[config.mk]
export PLATFORM = sky130hd
export DESIGN_NAME = char_lcd_nibble_fifo_driver_unit
export DESIGN_NICKNAME = d
export VERILOG_FILES = /design/src/rtl/clnfd_pkg.sv /design/src/rtl/char_lcd_nibble_fifo_driver_unit.sv
export VERILOG_INCLUDE_DIRS = /design/src /design/src/rtl
export SDC_FILE = /design/constraint.sdc
export NUM_CORES = 1
export LEC_CHECK = 0
export BUFFER_PORTS_ARGS = -buffer_cell sky130_fd_sc_hd__buf_4
export CORE_MARGIN = 2
export CORE_UTILIZATION = 30
export DETAILED_ROUTE_END_ITERATION = 6
export GPL_TIMING_DRIVEN = 0
export SYNTH_ARGS = -nofsm -noshare
export SYNTH_HDL_FRONTEND = slang
export SYNTH_SLANG_ARGS = --single-unit
[constraint.sdc]
create_clock -name clk -period 7.41 [get_ports clk]
set_clock_uncertainty 0.2 [all_clocks]
set_input_delay 2.223 -clock clk [delete_from_list [all_inputs] [get_ports clk]]
set_output_delay 2.223 -clock clk [all_outputs]
set_load 0.01 [all_outputs]
[src/rtl/char_lcd_nibble_fifo_driver_unit_defines.svh]
// Assertion macros shared by the character-LCD nibble driver RTL.
`ifndef CHAR_LCD_NIBBLE_FIFO_DRIVER_UNIT_DEFINES_SVH
`define CHAR_LCD_NIBBLE_FIFO_DRIVER_UNIT_DEFINES_SVH

// Same-cycle implication, checked on clk and disabled while rst_n is low.
`define CLNFD_ASSERT_NOW(lbl, ante, cons, msg) \
  lbl: assert property (@(posedge clk) disable iff (!rst_n) (ante) |-> (cons)) \
    else $error(msg);

// Next-cycle implication, checked on clk and disabled while rst_n is low.
`define CLNFD_ASSERT_NEXT(lbl, ante, cons, msg) \
  lbl: assert property (@(posedge clk) disable iff (!rst_n) (ante) |=> (cons)) \
    else $error(msg);

`endif

[src/rtl/clnfd_pkg.sv]
// Types, codes and the microcode program of the character-LCD nibble driver.
`timescale 1ns / 1ps
`default_nettype none

package clnfd_pkg;

  // Result status codes.
  localparam logic [1:0] ST_OK    = 2'd0;
  localparam logic [1:0] ST_BUSY  = 2'd1;
  localparam logic [1:0] ST_RANGE = 2'd2;

  // Item kinds carried on the input tuser.
  localparam logic [1:0] CMD_TICK   = 2'd0;
  localparam logic [1:0] CMD_CHAR   = 2'd1;
  localparam logic [1:0] CMD_RAW    = 2'd2;
  localparam logic [1:0] CMD_CURSOR = 2'd3;

  // Configuration register indexes.
  localparam logic [1:0] REG_COLUMNS = 2'd0;
  localparam logic [1:0] REG_ROWS    = 2'd1;
  localparam logic [1:0] REG_OFFSET  = 2'd2;

  // Send phases of one word on the 4-bit bus.
  localparam logic [1:0] PH_HIGH      = 2'd0;
  localparam logic [1:0] PH_HIGH_DROP = 2'd1;
  localparam logic [1:0] PH_LOW       = 2'd2;
  localparam logic [1:0] PH_LOW_DROP  = 2'd3;

  // Sequencer steps. The kind steps sit at STEP_KIND_BASE plus the kind code.
  localparam logic [2:0] STEP_FETCH     = 3'd0;
  localparam logic [2:0] STEP_KIND_BASE = 3'd1;
  localparam logic [2:0] STEP_TICK_RD   = 3'd1;
  localparam logic [2:0] STEP_CHAR      = 3'd2;
  localparam logic [2:0] STEP_RAW       = 3'd3;
  localparam logic [2:0] STEP_CURSOR    = 3'd4;
  localparam logic [2:0] STEP_TICK      = 3'd5;
  localparam logic [2:0] STEP_PUSH      = 3'd6;
  localparam logic [2:0] STEP_DONE      = 3'd7;

  // Datapath operations.
  localparam logic [2:0] OP_LATCH  = 3'd0;
  localparam logic [2:0] OP_NOP    = 3'd1;
  localparam logic [2:0] OP_CHAR   = 3'd2;
  localparam logic [2:0] OP_RAW    = 3'd3;
  localparam logic [2:0] OP_CURSOR = 3'd4;
  localparam logic [2:0] OP_TICK   = 3'd5;
  localparam logic [2:0] OP_PUSH   = 3'd6;
  localparam logic [2:0] OP_RESULT = 3'd7;

  // Sequencing conditions.
  localparam logic [1:0] COND_FETCH    = 2'd0;
  localparam logic [1:0] COND_ALWAYS   = 2'd1;
  localparam logic [1:0] COND_RANGE    = 2'd2;
  localparam logic [1:0] COND_OUT_FREE = 2'd3;

  localparam int unsigned BOOT_COUNT = 7;
  localparam int unsigned BOOT_IDX_W = 3;

  typedef logic [8:0] lcd_word_t;

  typedef struct packed {
    logic [2:0] nxt;
    logic [2:0] jmp;
    logic [1:0] cond;
    logic [2:0] op;
  } ctrl_word_t;

  // Start-up words sitting in the queue after reset.
  function automatic lcd_word_t boot_word(input logic [BOOT_IDX_W-1:0] idx);
    lcd_word_t w;
    w = 9'h000;
    case (idx)
      3'd0:    w = 9'h033;
      3'd1:    w = 9'h032;
      3'd2:    w = 9'h028;
      3'd3:    w = 9'h00C;
      3'd4:    w = 9'h006;
      3'd5:    w = 9'h001;
      3'd6:    w = 9'h00E;
      default: w = 9'h000;
    endcase
    return w;
  endfunction

  // Microcode program: one control word per step.
  function automatic ctrl_word_t ucode(input logic [2:0] step);
    ctrl_word_t c;
    c = '{nxt: STEP_FETCH, jmp: STEP_FETCH, cond: COND_ALWAYS, op: OP_NOP};
    unique case (step)
      STEP_FETCH:   c = '{nxt: STEP_FETCH, jmp: STEP_FETCH, cond: COND_FETCH,
                          op: OP_LATCH};
      STEP_TICK_RD: c = '{nxt: STEP_TICK, jmp: STEP_TICK, cond: COND_ALWAYS,
                          op: OP_NOP};
      STEP_CHAR:    c = '{nxt: STEP_PUSH, jmp: STEP_PUSH, cond: COND_ALWAYS,
                          op: OP_CHAR};
      STEP_RAW:     c = '{nxt: STEP_PUSH, jmp: STEP_PUSH, cond: COND_ALWAYS,
                          op: OP_RAW};
      STEP_CURSOR:  c = '{nxt: STEP_PUSH, jmp: STEP_DONE, cond: COND_RANGE,
                          op: OP_CURSOR};
      STEP_TICK:    c = '{nxt: STEP_DONE, jmp: STEP_DONE, cond: COND_ALWAYS,
                          op: OP_TICK};
      STEP_PUSH:    c = '{nxt: STEP_DONE, jmp: STEP_DONE, cond: COND_ALWAYS,
                          op: OP_PUSH};
      STEP_DONE:    c = '{nxt: STEP_FETCH, jmp: STEP_FETCH, cond: COND_OUT_FREE,
                          op: OP_RESULT};
      default:      c = '{nxt: STEP_FETCH, jmp: STEP_FETCH, cond: COND_ALWAYS,
                          op: OP_NOP};
    endcase
    return c;
  endfunction

endpackage

`default_nettype wire

[src/rtl/char_lcd_nibble_fifo_driver_unit.sv]
// Character-LCD 4-bit interface: word queue, microcoded sequencer and pin driver.
`timescale 1ns / 1ps
`default_nettype none

// This block feeds a character LCD over a 4-bit bus. Words of nine bits (an RS
// flag above a byte) wait in a ring queue of QUEUE_DEPTH entries that already
// holds the seven start-up words after reset. Each input word is one request:
// a service tick moves the pin sequence one phase further (high nibble with E
// up, E down, low nibble with E up, E down and pop), a character or command
// write pushes one word, and a cursor move checks the position against the
// display size and pushes the DDRAM address command. Each request gives one
// result word with a status, the pin levels now driven and the queue fill.
// A microcoded sequencer runs the work, one control word per cycle: from the
// fetch step a request goes to the step for its kind, a write or an in-range
// cursor move then passes the push step, and the done step loads the result
// word into the output register. An out-of-range cursor move skips the push
// step. The tick path spends one of its steps on the registered read of the
// queue memory. The result sits in an output register, so the sequencer
// fetches the next request while it waits; it stalls only when a second
// result is ready before the first has been taken.
module char_lcd_nibble_fifo_driver_unit #(
  parameter int unsigned QUEUE_DEPTH = 16
) (
  input  wire logic                   clk,
  input  wire logic                   rst_n,
  // Input words.
  input  wire logic                   in_tvalid,
  output logic                        in_tready,
  // Lowest bit up: data_byte[7:0], cursor_column[15:8], cursor_row[23:16].
  input  wire logic [23:0]            in_tdata,
  // command[1:0].
  input  wire logic [1:0]             in_tuser,
  // Result words.
  output logic                        out_tvalid,
  input  wire logic                   out_tready,
  // Lowest bit up: status[1:0], pin_rs[2], pin_data[6:3], pin_enable[7],
  // words_pending starting at bit 8, zero fill to a whole byte.
  output logic [((8 + $clog2(QUEUE_DEPTH + 1) + 7) / 8) * 8 - 1:0] out_tdata,
  // Configuration writes.
  input  wire logic                   cfg_we,
  input  wire logic [1:0]             cfg_index,
  input  wire logic [6:0]             cfg_wdata
);

  import clnfd_pkg::*;

  localparam int unsigned PTR_W    = $clog2(QUEUE_DEPTH);
  localparam int unsigned CNT_W    = $clog2(QUEUE_DEPTH + 1);
  localparam int unsigned OUT_BITS = 8 + CNT_W;
  localparam int unsigned OUT_W    = ((OUT_BITS + 7) / 8) * 8;

  // Queue storage. Entries that were never written are never popped.
  lcd_word_t mem [QUEUE_DEPTH];

  // Sequencer.
  logic [2:0]       step_r, step_nxt;
  ctrl_word_t       uc;

  // Latched request and staged word.
  logic [7:0]       byte_r, byte_nxt;
  logic [7:0]       col_r, col_nxt;
  logic [7:0]       row_r, row_nxt;
  lcd_word_t        stage_r, stage_nxt;
  logic [1:0]       status_r, status_nxt;

  // Queue control.
  logic [PTR_W-1:0] rd_ptr_r, rd_ptr_nxt;
  logic [PTR_W-1:0] wr_ptr_r, wr_ptr_nxt;
  logic [CNT_W-1:0] count_r, count_nxt;
  logic [BOOT_COUNT-1:0] boot_vld_r, boot_vld_nxt;
  logic             wr_en;

  // Registered read of the head word.
  lcd_word_t        mem_rd_r;
  lcd_word_t        boot_word_r;
  logic             boot_sel_r;
  lcd_word_t        head_word;

  // Pins and send phase.
  logic [1:0]       phase_r, phase_nxt;
  logic             rs_r, rs_nxt;
  logic [3:0]       data_r, data_nxt;
  logic             en_r, en_nxt;

  // Configuration.
  logic [6:0]       cols_r;
  logic [2:0]       rows_r;
  logic [6:0]       offset_r;

  // Output register.
  logic             out_valid_r, out_valid_nxt;
  logic [OUT_W-1:0] out_data_r, out_data_nxt;

  logic             in_fire;
  logic             out_free;
  logic             cur_bad;
  logic [7:0]       cur_addr;
  logic             q_full;

  assign uc        = ucode(step_r);
  assign in_tready = (step_r == STEP_FETCH);
  assign in_fire   = in_tvalid && in_tready;
  assign out_free  = !out_valid_r || out_tready;
  assign q_full    = (count_r == CNT_W'(QUEUE_DEPTH));

  assign out_tvalid = out_valid_r;
  assign out_tdata  = out_data_r;

  // A cursor move is out of range when either coordinate reaches its limit;
  // a zero limit therefore rejects every move.
  assign cur_bad  = (col_r >= {1'b0, cols_r}) || (row_r >= {5'b0, rows_r});
  assign cur_addr = col_r + ((row_r == 8'd1) ? {1'b0, offset_r} : 8'd0);

  assign head_word = boot_sel_r ? boot_word_r : mem_rd_r;

  // Next step of the program.
  always_comb begin
    step_nxt = step_r;
    unique case (uc.cond)
      COND_FETCH: begin
        if (in_fire) begin
          step_nxt = STEP_KIND_BASE + {1'b0, in_tuser};
        end
      end
      COND_ALWAYS:   step_nxt = uc.nxt;
      COND_RANGE:    step_nxt = cur_bad ? uc.jmp : uc.nxt;
      COND_OUT_FREE: step_nxt = out_free ? uc.nxt : step_r;
      default:       step_nxt = uc.nxt;
    endcase
  end

  // Datapath driven by the current control word.
  always_comb begin
    byte_nxt      = byte_r;
    col_nxt       = col_r;
    row_nxt       = row_r;
    stage_nxt     = stage_r;
    status_nxt    = status_r;
    rd_ptr_nxt    = rd_ptr_r;
    wr_ptr_nxt    = wr_ptr_r;
    count_nxt     = count_r;
    boot_vld_nxt  = boot_vld_r;
    wr_en         = 1'b0;
    phase_nxt     = phase_r;
    rs_nxt        = rs_r;
    data_nxt      = data_r;
    en_nxt        = en_r;
    out_valid_nxt = out_valid_r && !out_tready;
    out_data_nxt  = out_data_r;

    unique case (uc.op)
      OP_LATCH: begin
        if (in_fire) begin
          byte_nxt   = in_tdata[7:0];
          col_nxt    = in_tdata[15:8];
          row_nxt    = in_tdata[23:16];
          status_nxt = ST_OK;
        end
      end
      OP_NOP: begin
      end
      OP_CHAR: stage_nxt = {1'b1, byte_r};
      OP_RAW:  stage_nxt = {1'b0, byte_r};
      OP_CURSOR: begin
        if (cur_bad) begin
          status_nxt = ST_RANGE;
        end else begin
          stage_nxt = {2'b01, cur_addr[6:0]};
        end
      end
      OP_TICK: begin
        unique case (phase_r)
          PH_HIGH: begin
            // The sequence only starts on a queued word.
            if (count_r != '0) begin
              rs_nxt    = head_word[8];
              data_nxt  = head_word[7:4];
              en_nxt    = 1'b1;
              phase_nxt = PH_HIGH_DROP;
            end
          end
          PH_HIGH_DROP: begin
            en_nxt    = 1'b0;
            phase_nxt = PH_LOW;
          end
          PH_LOW: begin
            data_nxt  = head_word[3:0];
            en_nxt    = 1'b1;
            phase_nxt = PH_LOW_DROP;
          end
          default: begin
            en_nxt = 1'b0;
            if (count_r != '0) begin
              count_nxt = count_r - 1'b1;
            end
            rd_ptr_nxt = (rd_ptr_r == PTR_W'(QUEUE_DEPTH - 1)) ? '0 : rd_ptr_r + 1'b1;
            phase_nxt  = PH_HIGH;
          end
        endcase
      end
      OP_PUSH: begin
        if (q_full) begin
          status_nxt = ST_BUSY;
        end else begin
          wr_en      = 1'b1;
          wr_ptr_nxt = (wr_ptr_r == PTR_W'(QUEUE_DEPTH - 1)) ? '0 : wr_ptr_r + 1'b1;
          count_nxt  = count_r + 1'b1;
          // Overwriting a start-up slot retires its constant.
          if (wr_ptr_r < PTR_W'(BOOT_COUNT)) begin
            boot_vld_nxt[wr_ptr_r[BOOT_IDX_W-1:0]] = 1'b0;
          end
        end
      end
      OP_RESULT: begin
        if (out_free) begin
          out_valid_nxt = 1'b1;
          out_data_nxt  = OUT_W'({count_r, en_r, data_r, rs_r, status_r});
        end
      end
      default: begin
      end
    endcase
  end

  // Queue memory: one write port, one registered read at the head pointer.
  always_ff @(posedge clk) begin
    if (wr_en) begin
      mem[wr_ptr_r] <= stage_r;
    end
    mem_rd_r    <= mem[rd_ptr_r];
    boot_word_r <= boot_word(rd_ptr_r[BOOT_IDX_W-1:0]);
    boot_sel_r  <= (rd_ptr_r < PTR_W'(BOOT_COUNT)) && boot_vld_r[rd_ptr_r[BOOT_IDX_W-1:0]];
  end

  // Payload registers.
  always_ff @(posedge clk) begin
    byte_r     <= byte_nxt;
    col_r      <= col_nxt;
    row_r      <= row_nxt;
    stage_r    <= stage_nxt;
    out_data_r <= out_data_nxt;
  end

  // Control state and configuration.
  always_ff @(posedge clk) begin
    if (!rst_n) begin
      step_r      <= STEP_FETCH;
      status_r    <= ST_OK;
      rd_ptr_r    <= '0;
      wr_ptr_r    <= PTR_W'(BOOT_COUNT);
      count_r     <= CNT_W'(BOOT_COUNT);
      boot_vld_r  <= '1;
      phase_r     <= PH_HIGH;
      rs_r        <= 1'b0;
      data_r      <= 4'd0;
      en_r        <= 1'b0;
      out_valid_r <= 1'b0;
      cols_r      <= 7'd16;
      rows_r      <= 3'd2;
      offset_r    <= 7'd64;
    end else begin
      step_r      <= step_nxt;
      status_r    <= status_nxt;
      rd_ptr_r    <= rd_ptr_nxt;
      wr_ptr_r    <= wr_ptr_nxt;
      count_r     <= count_nxt;
      boot_vld_r  <= boot_vld_nxt;
      phase_r     <= phase_nxt;
      rs_r        <= rs_nxt;
      data_r      <= data_nxt;
      en_r        <= en_nxt;
      out_valid_r <= out_valid_nxt;
      if (cfg_we) begin
        case (cfg_index)
          REG_COLUMNS: cols_r   <= cfg_wdata;
          REG_ROWS:    rows_r   <= cfg_wdata[2:0];
          REG_OFFSET:  offset_r <= cfg_wdata;
          default: begin
          end
        endcase
      end
    end
  end

`include "char_lcd_nibble_fifo_driver_unit_defines.svh"

  `CLNFD_ASSERT_NOW(a_count_bound, 1'b1, count_r <= CNT_W'(QUEUE_DEPTH), "queue count over depth")
  `CLNFD_ASSERT_NOW(a_phase_needs_word, phase_r != PH_HIGH, count_r != '0, "send phase on empty queue")
  `CLNFD_ASSERT_NOW(a_enable_phase, 1'b1, en_r == phase_r[0], "E level out of step with phase")
  `CLNFD_ASSERT_NOW(a_empty_ptrs, count_r == '0, wr_ptr_r == rd_ptr_r, "empty queue with split pointers")
  `CLNFD_ASSERT_NEXT(a_accept_leaves_fetch, in_fire, step_r != STEP_FETCH, "accepted word not dispatched")

endmodule

`default_nettype wire

-- After elaboration in Yosys (flattened, before gate mapping)
Memory sizes are Yosys's and may differ from the RTL's. A register that Yosys moved wholly into a read port is not among the register bits.
Index checks and enable logic that the tools add are counted.
- logic and storage cells: 145
- input bits: 40
- memory bits (read-only): 88
- memories kept: 2
- RAM bits: 144
- output and inout port bits: 18
- register bits: 107
- memory list (name ; depth ; width ; rd ports ; clocked after Yosys merged registers in ; wr ports ; line ; source):
    mem ; 16 ; 9 ; 1 ; 1 ; 1 ; char_lcd_nibble_fifo_driver_unit.sv:53 ; lcd_word_t mem [QUEUE_DEPTH];
    (name not given) ; 8 ; 11 ; 1 ; 1 ; 0 ; clnfd_pkg.sv:89 ; unique case (step)
- add/sub/neg operators: 6
- equality and inequality tests: 33
- mux-type cells: 37
- bitwise gates (word level): 4
- reduce and logical (&&, ||, !) cells: 35
- $lt $le $gt $ge: 7
- operator list (kind ; number):
    $pmux 6 s7 ; 1
    $pmux 9 s3 ; 1
    $eq 3x3->1 const B ; 7
    $ne 2x2->1 const B ; 10
    $reduce_and 2->1 ; 10
    $mux 9 ; 2
    $mux 3 ; 5
    $mux 5 ; 3
    $eq 3x2->1 const B ; 4
    $mux 4 ; 3
    $pmux 2 s3 ; 2
    $pmux 3 s4 ; 1
    $pmux 5 s2 ; 1
    $logic_not 3->1 ; 3
    $mux 1 ; 9
    $reduce_and 3->1 ; 3
    $add 4x1->4 const B ; 2
    $eq 2x2->1 const B ; 4
    $eq 4x4->1 const B ; 2
    $eq 8x1->1 const B ; 1
    $ge 8x3->1 ; 1
    $ge 8x7->1 ; 1
    $lt 3x4->1 const B ; 2
    $lt 4x3->1 const B ; 2
    26 further kinds ; 42

-- Logic depth before layout (Yosys ltp)
- depth in word-level cells: 6
- gate-level depth with buffers: 12
- depth with buffers taken out: 12

-- Least setup slack after synthesis
Ideal clock, no wire load.
- path type: input-to-reg
- start point: input in_tvalid
- end point: register byte_r[0], enable pin
- path buffers: 0
- library setup time: 0.466 ns
- cell stages on the path: 2
- arrival: 4.609 ns
- setup slack: 2.135 ns
- cell sequence: nand2_1 nor4_1
- word-level cells in the longest chain between the ends: 2
- RTL lines (what ; line ; source):
    start: declaration ; char_lcd_nibble_fifo_driver_unit.sv:27 ; input wire logic in_tvalid,
    $logic_and 1x1->1 ; char_lcd_nibble_fifo_driver_unit.sv:102 ; assign in_fire = in_tvalid && in_tready;
    $reduce_and 2->1 (no line) ; -- ;
    end signal: assignment ; char_lcd_nibble_fifo_driver_unit.sv:237 ; byte_r <= byte_nxt;
    end: declaration ; char_lcd_nibble_fifo_driver_unit.sv:60 ; logic [7:0] byte_r, byte_nxt;
No other way between the ends.
A chain may end at the register's enable or synchronous reset.

-- Worst setup path after layout
- start point: register step_r[2]
- end point: output in_tready
- word-level cells in the longest chain between the ends: 1
- RTL lines (what ; line ; source):
    start: declaration ; char_lcd_nibble_fifo_driver_unit.sv:56 ; logic [2:0] step_r, step_nxt;
    start signal: assignment ; char_lcd_nibble_fifo_driver_unit.sv:262 ; step_r <= step_nxt;
    $logic_not 3->1 ; char_lcd_nibble_fifo_driver_unit.sv:101 ; assign in_tready = (step_r == STEP_FETCH);
    end: declaration ; char_lcd_nibble_fifo_driver_unit.sv:28 ; output logic in_tready,
No other way between the ends.

==> results.py <==
metrics = {
    "synth": {
        "synth_top_area_share": 0.530,
        "synth-async-reset-ratio": 0,
        "seq_area_frac_synth": 0.671,
        "synth_top_area_cell": "edfxtp_1",
        "synth.distinct_cells": 57,
        "syn_inst": 701,
        "synth_warnings": 0,
        "yosys_register_bits": 266,
        "yosys_most_used_dff": "edfxtp_1",
        "syn_avg_cell_area_um2": 15.4,
        "synth.cell_area_um2": 10800,
        "ys_top_cells_by_area": "edfxtp_1 (53%), dfxtp_1 (14%), mux4_2 (10%), ha_1 (4.1%), mux2i_1 (2.0%)",
        "synth-edff-count": 190,
    },
    "cts": {
        "cts_resized": 0,
        "clk_latency_ns": 0.55,
        "cts-root-buf": "clkbuf_16",
        "cts_setup_buffers": 0,
        "cts_tree": "done",
        "cts_buffer_depth": 3,
        "clk_pin_slew_worst_paths_ns": 0.06,
        "ctsHtreeMaxLevel": 1,
        "cts-buffers-inserted": 28,
        "cts.sinks": 266,
        "hold_buffers": 0,
    },
    "worst_setup_path": {
        "r2r_start": "row_r[7]",
        "crit_arrival_ns": 1.48,
        "start_kind": "flop",
        "cp_slowest_cell": "nor3_1",
        "cp-end-kind": "primary output",
        "ff2ff_setup_slack_ns": 3.84,
        "crit_path_cell_trace": "nor3_1 > buf_4",
        "cp_max_fo": 3,
        "cp_top_family": "simple AND/OR/NAND/NOR gates",
        "worstSetupPathType": "flop to primary output",
        "cpPeakStageDelay_ns": 0.41,
        "timing.rr.end": "stage_r[6]",
        "cp.required_ns": 4.99,
        "r2r_cells": 12,
        "critPathBufInv": 1,
    },
    "floorplanning": {
        "io_pins": 58,
        "dieArea_um2": 37400,
        "die_y_um": 193,
        "die_w_um": 193,
        "rows": 69,
        "coreArea_um2": 35500,
        "start_util": 0.304,
    },
    "global_route": {
        "grt_pass1_vias": 6008,
        "grt_util_all_layers": 0.117,
        "grt_first_pass_wirelength_mm": 34.4,
        "grt-ovfl-total": 0,
        "grt_max_degree": 17,
        "antenna_found_initial": 0,
    },
    "cells_and_area": {
        "postLayoutCoreUtil": 0.358,
        "multiInputGateArea_um2": 3310,
        "mostFrequentLayoutCells": "edfxtp_1 (190), dfxtp_1 (76), buf_4 (60)",
        "fill_cells": 3353,
        "drive_gt1_frac": 0.222,
        "mostFrequentLayoutCell": "edfxtp_1",
        "antenna_cells": 0,
        "area_growth_pct": 17.8,
        "fin_nets": 867,
        "regArea_um2": 7230,
    },
    "timing": {
        "rsz0062_at_grt": "false",
        "worst_slew_pin_slew_ns": 0.891,
        "min_period_ns": 3.90,
        "maxSlewHeadroom": 0.406,
        "final-hold-violation-count": 0,
        "min_period_over_period": 0.527,
        "fin_setup_tns_ns": 0,
        "fmax_mhz": 256,
        "setup_viol": 0,
        "slew_violations": 0,
    },
    "power_and_ir_drop": {
        "internal-power_mw": 2.74,
        "combinationalPowerShare": 0.115,
        "irDropWorstVdd_v": 0.000187,
        "powerDensity_nw_per_um2": 290,
        "leakage_nw": 4.53,
        "p_sw_uw": 933,
        "p_seq_frac": 0.517,
        "clkPwrFrac": 0.368,
        "p_sw_frac": 0.254,
    },
    "outcome": {
        "status": "finished clean",
    },
    "job": {
        "cap_viol_max_count": 0,
    },
    "hold_path": {
        "min_from": "data_r[3]",
        "whs_endpoint": "out_tdata[6]",
        "min_path_cells": 0,
        "hp-class": "flop to flop",
    },
    "drt": {
        "avgViaCountPerCell": 4.69,
        "ant_nets": 0,
        "drcViolationCount": 0,
        "dr.pass1.iters": 5,
        "wl_mm": 22.0,
        "routedWlPerCell_um": 17.3,
        "drtIter0Drc": 429,
        "vias": 5965,
    },
    "placement": {
        "globalplace.congestion": 0.755,
        "portBuffers": 54,
        "hpwl_mm": 15.2,
    },
}
flip-flops by register name, summed over array words and instances, names as in the netlist, 8 cells and up:
signal	count
stage_r	9
row_r	8
out_tdata	13
uc	9
byte_r	8
col_r	8
mem	144
mem_rd_r	9
per-stage QoR:
step / area, um2 / hold slack, ns / setup slack, ns / std cells / total power [mW]
after floorplan: 10800 / 0.202 / 2.13 / 703 / 2.19
after global placement: 11800 / 0.218 / 1.03 / 1218 / 2.34
after global routing: 12700 / 0.253 / 3.43 / 1273 / 3.84
after CTS: 12700 / 0.242 / 3.50 / 1273 / 3.71
after detailed placement: 11800 / 0.225 / 3.03 / 1221 / 2.36
final: 12700 / 0.237 / 3.51 / 1273 / 3.68
cell families after synthesis:
logic type,after synthesis,synth area share
mux,77,0.129
compound gates,85,0.0487
other cells,1,0.000348
flops,266,0.671
buf+inv,61,0.0232
fa+ha+maj,37,0.0444
simple gates,164,0.0757
xor+xnor,10,0.00813
area by class of cell:
type	count	area share
Tap cell	461	0.0454
Buffer	30	0.0105
Multi-Input combinational cell	376	0.261
Clock inverter	14	0.00887
Sequential cell	266	0.569
Timing Repair Buffer	57	0.0337
Inverter	31	0.00917
Clock buffer	38	0.0621
cells in the mapped netlist, drive strengths merged, types with 3 or more instances:
cell      n
a21o      6
a21oi    28
and2     15
and3     11
buf      12
clkbuf   18
dfxtp    76
edfxtp  190
ha       35
inv      30
mux2      8
mux2i    21
mux4     48
nand2    47
nand2b    5
nand3     8
nand3b    4
nor2     46
nor2b     6
nor3      7
o211ai    5
o21ai    26
or4       3
xnor2     6
xor2      4
metal layers:
layer  vias up  wire length (um)  track usage
met4         0               361       0.0263
li1       2810                 -            -
met5         -                 0            0
met2       168             10700        0.198
met1      2958              9820        0.158
met3        29              1140       0.0199
power by group through the flow:
stage                     combinational [mW]  clock, mW  sequential, mW
after global routing                   0.480       1.44            1.92
after CTS                              0.428       1.38            1.90
after global placement                 0.407          0            1.93
final                                  0.424       1.35            1.90
after floorplan                        0.301          0            1.89
after detailed placement               0.426          0            1.93
worst max-delay path by stage:
stage,start,endpoint,slack [ns],cells after the start
3_3_place_gp,in_tvalid,byte_r[3],1.03,3
6_report,step_r[2],in_tready,3.51,2
4_1_cts,step_r[2],in_tready,3.50,2
3_5_place_dp,in_tuser[0],uc[8],3.03,9
5_1_grt,step_r[2],in_tready,3.43,2
2_1_floorplan,in_tvalid,byte_r[0],2.13,2
No activity file was read; power rests on OpenSTA's default activity.
